`src/rtl/core/mbm_ram.sv`:
```
// Simple dual-port RAM, one write and one registered read per cycle.
`timescale 1ns / 1ps
module mbm_ram #(
	parameter int WIDTH = 6,
	parameter int DEPTH = 32
) (
	input  logic                     clk,
	input  logic                     we,
	input  logic [$clog2(DEPTH)-1:0] waddr,
	input  logic [WIDTH-1:0]         wdata,
	input  logic [$clog2(DEPTH)-1:0] raddr,
	output logic [WIDTH-1:0]         rdata
);
	logic [WIDTH-1:0] mem_q [DEPTH];

	always_ff @(posedge clk) begin
		if (we) begin
			mem_q[waddr] <= wdata;
		end
		rdata <= mem_q[raddr];
	end
endmodule

```
`config.mk`:
```
export PLATFORM = sky130hd
export DESIGN_NAME = mbm_ram
export DESIGN_NICKNAME = d
export VERILOG_FILES = /design/src/rtl/core/mbm_ram.sv
export SDC_FILE = /design/constraint.sdc
export NUM_CORES = 1
export LEC_CHECK = 0
export BUFFER_PORTS_ARGS = -buffer_cell sky130_fd_sc_hd__buf_2
export CORE_ASPECT_RATIO = 2
export CORE_MARGIN = 2
export CORE_UTILIZATION = 50
export CTS_BUF_LIST = sky130_fd_sc_hd__clkbuf_16
export DETAILED_ROUTE_END_ITERATION = 12
export GPL_ROUTABILITY_DRIVEN = 0
export HOLD_SLACK_MARGIN = 0.05
export PLACE_DENSITY_LB_ADDON = 0.1
export SLEW_MARGIN = 20
export SYNTH_ARGS = -nofsm -noshare
export SYNTH_HDL_FRONTEND = slang
export SYNTH_SLANG_ARGS = --single-unit
```
`constraint.sdc`:
```
create_clock -name clk -period 2.55 [get_ports clk]
set_clock_uncertainty 0.2 [all_clocks]
set_input_delay 0.51 -clock clk [delete_from_list [all_inputs] [get_ports clk]]
set_output_delay 0.51 -clock clk [all_outputs]
set_load 0.01 [all_outputs]
```
=== After elaboration in Yosys (flattened, before gate mapping) ===
Memory sizes are Yosys's and may differ from the RTL's. A register that Yosys moved wholly into a read port is not among the register bits.
Cells that the tools add are included.
Widths: inputs -> output; s select.

* Memory bits (writable): 192
* Output and inout port bits: 6
* Input bits: 18
* Bits in registers: 0
* Bits in latches: 0
* Word-level logic and storage cells: 3
* Memory bits (read-only): 0
* Memories: 1

{| class="wikitable"
|+ Memories
! memory !! words !! width !! read ports !! clocked after memory_dff !! wr ports !! line !! source
|-
| mem_q || 32 || 6 || 1 || 1 || 1 || 14 || <nowiki>logic [WIDTH-1:0] mem_q [DEPTH];</nowiki>
|}

* Div/mod/pow operators: 0
* Mux-type cells: 2
* Multiply operators: 0
* Shift operators: 0
* Equal/unequal tests: 0
* Reductions and logical operators: 0
* $lt $le $gt $ge: 0
* Bitwise logic cells: 0
* Add/subtract/negate cells: 0

{| class="wikitable"
|+ Operators with widths
! kind !! count
|-
| $mux 1 || 2
|}

=== Longest topological paths before layout ===
* Depth in word-level cells: 2
* Mapped depth: 5
* Gate-level depth less buffers: 3

=== Worst setup path after synthesis ===
No wires, ideal clock.

* Path kind: in2reg
* From: input port raddr[2]
* To: register rdata[0] (read register of mem_q)
* Arrival: 2.229 ns
* Stages: 5
* Path buffers: 2
* Path slack: 0.000 ns
* Setup time: 0.121 ns
* Data required time: 2.229 ns
* Cells stage by stage: clkbuf_1 clkbuf_1 mux4_2 mux4_2 mux2_2

{| class="wikitable"
|+ RTL lines
! item !! line !! source
|-
| start: declaration || 11 || <nowiki>input logic [$clog2(DEPTH)-1:0] raddr,</nowiki>
|-
| end: declaration || 12 || <nowiki>output logic [WIDTH-1:0] rdata</nowiki>
|}

==> run summary <==
Status - completed
Most common cell after layout, fill and taps aside - edfxtp_1
Synthesis-stage register bit count - 198
Non-Filler Instances - 598
Root Buffer - clkbuf_16
Mapped Nets - 341
Element type at the critical path end - register
Fmax - 471 MHz
Period utilization - 83.2%
Total Power - 6.45 mW
Antenna diode count - 0
Slowest CP cell - mux4_2
Detail Placement HPWL - 10.4 mm
Vias per cell - 5.71
Pwr dens - 734 nW/um^2
Seq/Total Area, Yosys - 77.5%
Starting Density - 51.2%
Max incr delay on CP - 560 ps
# DRC - 0
Htree depth - 4
Worst slew pin tran - 607 ps
Die X - 91.1 um
Final setup vio count - 0
Post-synth top area share - 76.0%
Min cycle time layout - 2120 ps
CTS tree - done
Synth area leader - edfxtp_1
Clk sinks - 198
Crit-path cells - buf_4 > buf_12 > mux4_2 > mux4_2 > mux2_2
Peak supply drop - 0.000490 V
Worst skew pair latency - 430 ps
Worst hold slack - 257 ps
Most frequent CP cell - mux4_2
Post-CTS Setup Inserts - 0
Nets - 408
Drt first pass iters - 4
Hold Buf Count CTS - 0
Leak pwr - 2.83 nW
Final hold violations - 0
Synth area leaders - edfxtp_1 (76%), mux4_2 (18%), nor2_1 (1.6%), dfxtp_1 (1.6%), mux2_2 (0.89%)
Max-slew violation count - 0
Final Util - 59.3%
Final antenna-violating net count - 0
Die area - 16,200 um^2
Clock transition at path regs - 70 ps
Final wirelength - 15.3 mm
Synthesis Warnings - 0
Number of global-route vias before repair - 3,611
Routed WL per cell - 25.5 um
Cells after synthesis - 323
Area Growth Syn to Fin - 15.9%
1st-iter DRT viols - 324
Global Route Usage Sum - 20.3%
Dpl cells - 566
Most frequent cells in the layout - edfxtp_1 (192), mux4_2 (60), buf_4 (34)
Global-route wire length before repair - 22.8 mm
Unrepaired setup endpoints after global routing - false
Crit-path max FO - 18
HP Class - in -> reg
Worst Slack Setup Final - 428 ps
Largest net degree at the start of global routing - 33
Initial antenna violation count - 0
Core Area - 14,800 um^2
Data required time of the worst path - 2670 ps
Crit path kind - in -> reg
# port buffers - 23
Post-cts resize count - 0
Synth Cell Area - 7590 um^2
Dpl ws - -12.0 ps
I/O pins - 24
GR Overflow Total - 0
Max Buffers Root-to-Sink - 2
Layout cell share with drive strength beyond 1 - 39.5%
TritonCTS buffer count - 17
Synth cell types - 14
CP Launch Type - input pin
Max Cap Viol - 0
Avg Cell Area, Syn - 23.5 um^2
Height of the die - 178 um
Vias - 3,415
Num rows - 63
Slew HR - 59.5%
Crit path DAT - 2240 ps
-- stage by stage --
step | instance area (um^2) | setup TNS (ps)
after floorplan | 7590 | 0
after global placement | 8240 | -9.20
after detailed placement | 8240 | -17.0
after CTS | 8790 | 0
after global routing | 8790 | 0
final | 8790 | 0
-- registers in the layout (all words and copies together), names as in the netlist --
| name | cells |
|---|---|
| rdata | 6 |
| mem_q | 192 |
-- critical path: cells and delay by family --
| family | cells | cell delay (ps) |
|---|---|---|
| mux | 3 | 1340 |
| buf+inv | 2 | 370 |
-- layer usage --
layer	global-route usage, %	vias up	wire (um)
met2	39.2	62	9090
met5	0	-	0
met4	6.57	0	257
li1	-	1493	-
met1	22.1	1845	5550
met3	3.68	15	362
-- power breakdown --
| part | switching (mW) | leakage [nW] | internal (mW) |
|---|---|---|---|
| registers | 0.0108 | 1.78 | 3.62 |
| logic | 0.196 | 0.784 | 0.168 |
| clock network | 1.15 | 0.268 | 1.31 |
-- layout make-up --
| type | instances | area, um^2 |
|---|---|---|
| Fill cell | 1101 | 6030 |
| Clock buffer | 18 | 450 |
| Timing Repair Buffer | 62 | 485 |
| Multi-Input combinational cell | 111 | 1630 |
| Sequential cell | 198 | 5890 |
| Clock inverter | 14 | 101 |
| Tap cell | 195 | 244 |
-- Yosys cell counts --
cell type / count
edfxtp_1: 192
nand3_1: 2
or3b_2: 3
or3_1: 1
nand3b_1: 5
clkbuf_1: 7
buf_6: 3
buf_2: 2
mux4_2: 60
mux2_2: 6
buf_1: 2
nor2_1: 33
nand2_1: 1
dfxtp_1: 6
-- logic make-up after synthesis --
kind of cell | after synthesis | share of synthesized area [%]
buffers and inverters | 14 | 1.02
flip-flops | 198 | 77.5
AND/OR/NAND/NOR | 45 | 2.74
multiplexers | 66 | 18.7
-- worst paths after layout --
kind	from	end	slack, ps	cells past startpoint
setup / recovery	raddr[0]	rdata[4]$_DFF_P_	430	5
hold / removal	raddr[3]	rdata[4]$_DFF_P_	260	2
hold reg to reg	mem_q[26][1]$_DFFE_PP_	rdata[1]$_DFF_P_	700	3
setup reg to reg	mem_q[21][2]$_DFFE_PP_	rdata[2]$_DFF_P_	570	3
No activity file was read; power rests on OpenSTA's default activity.
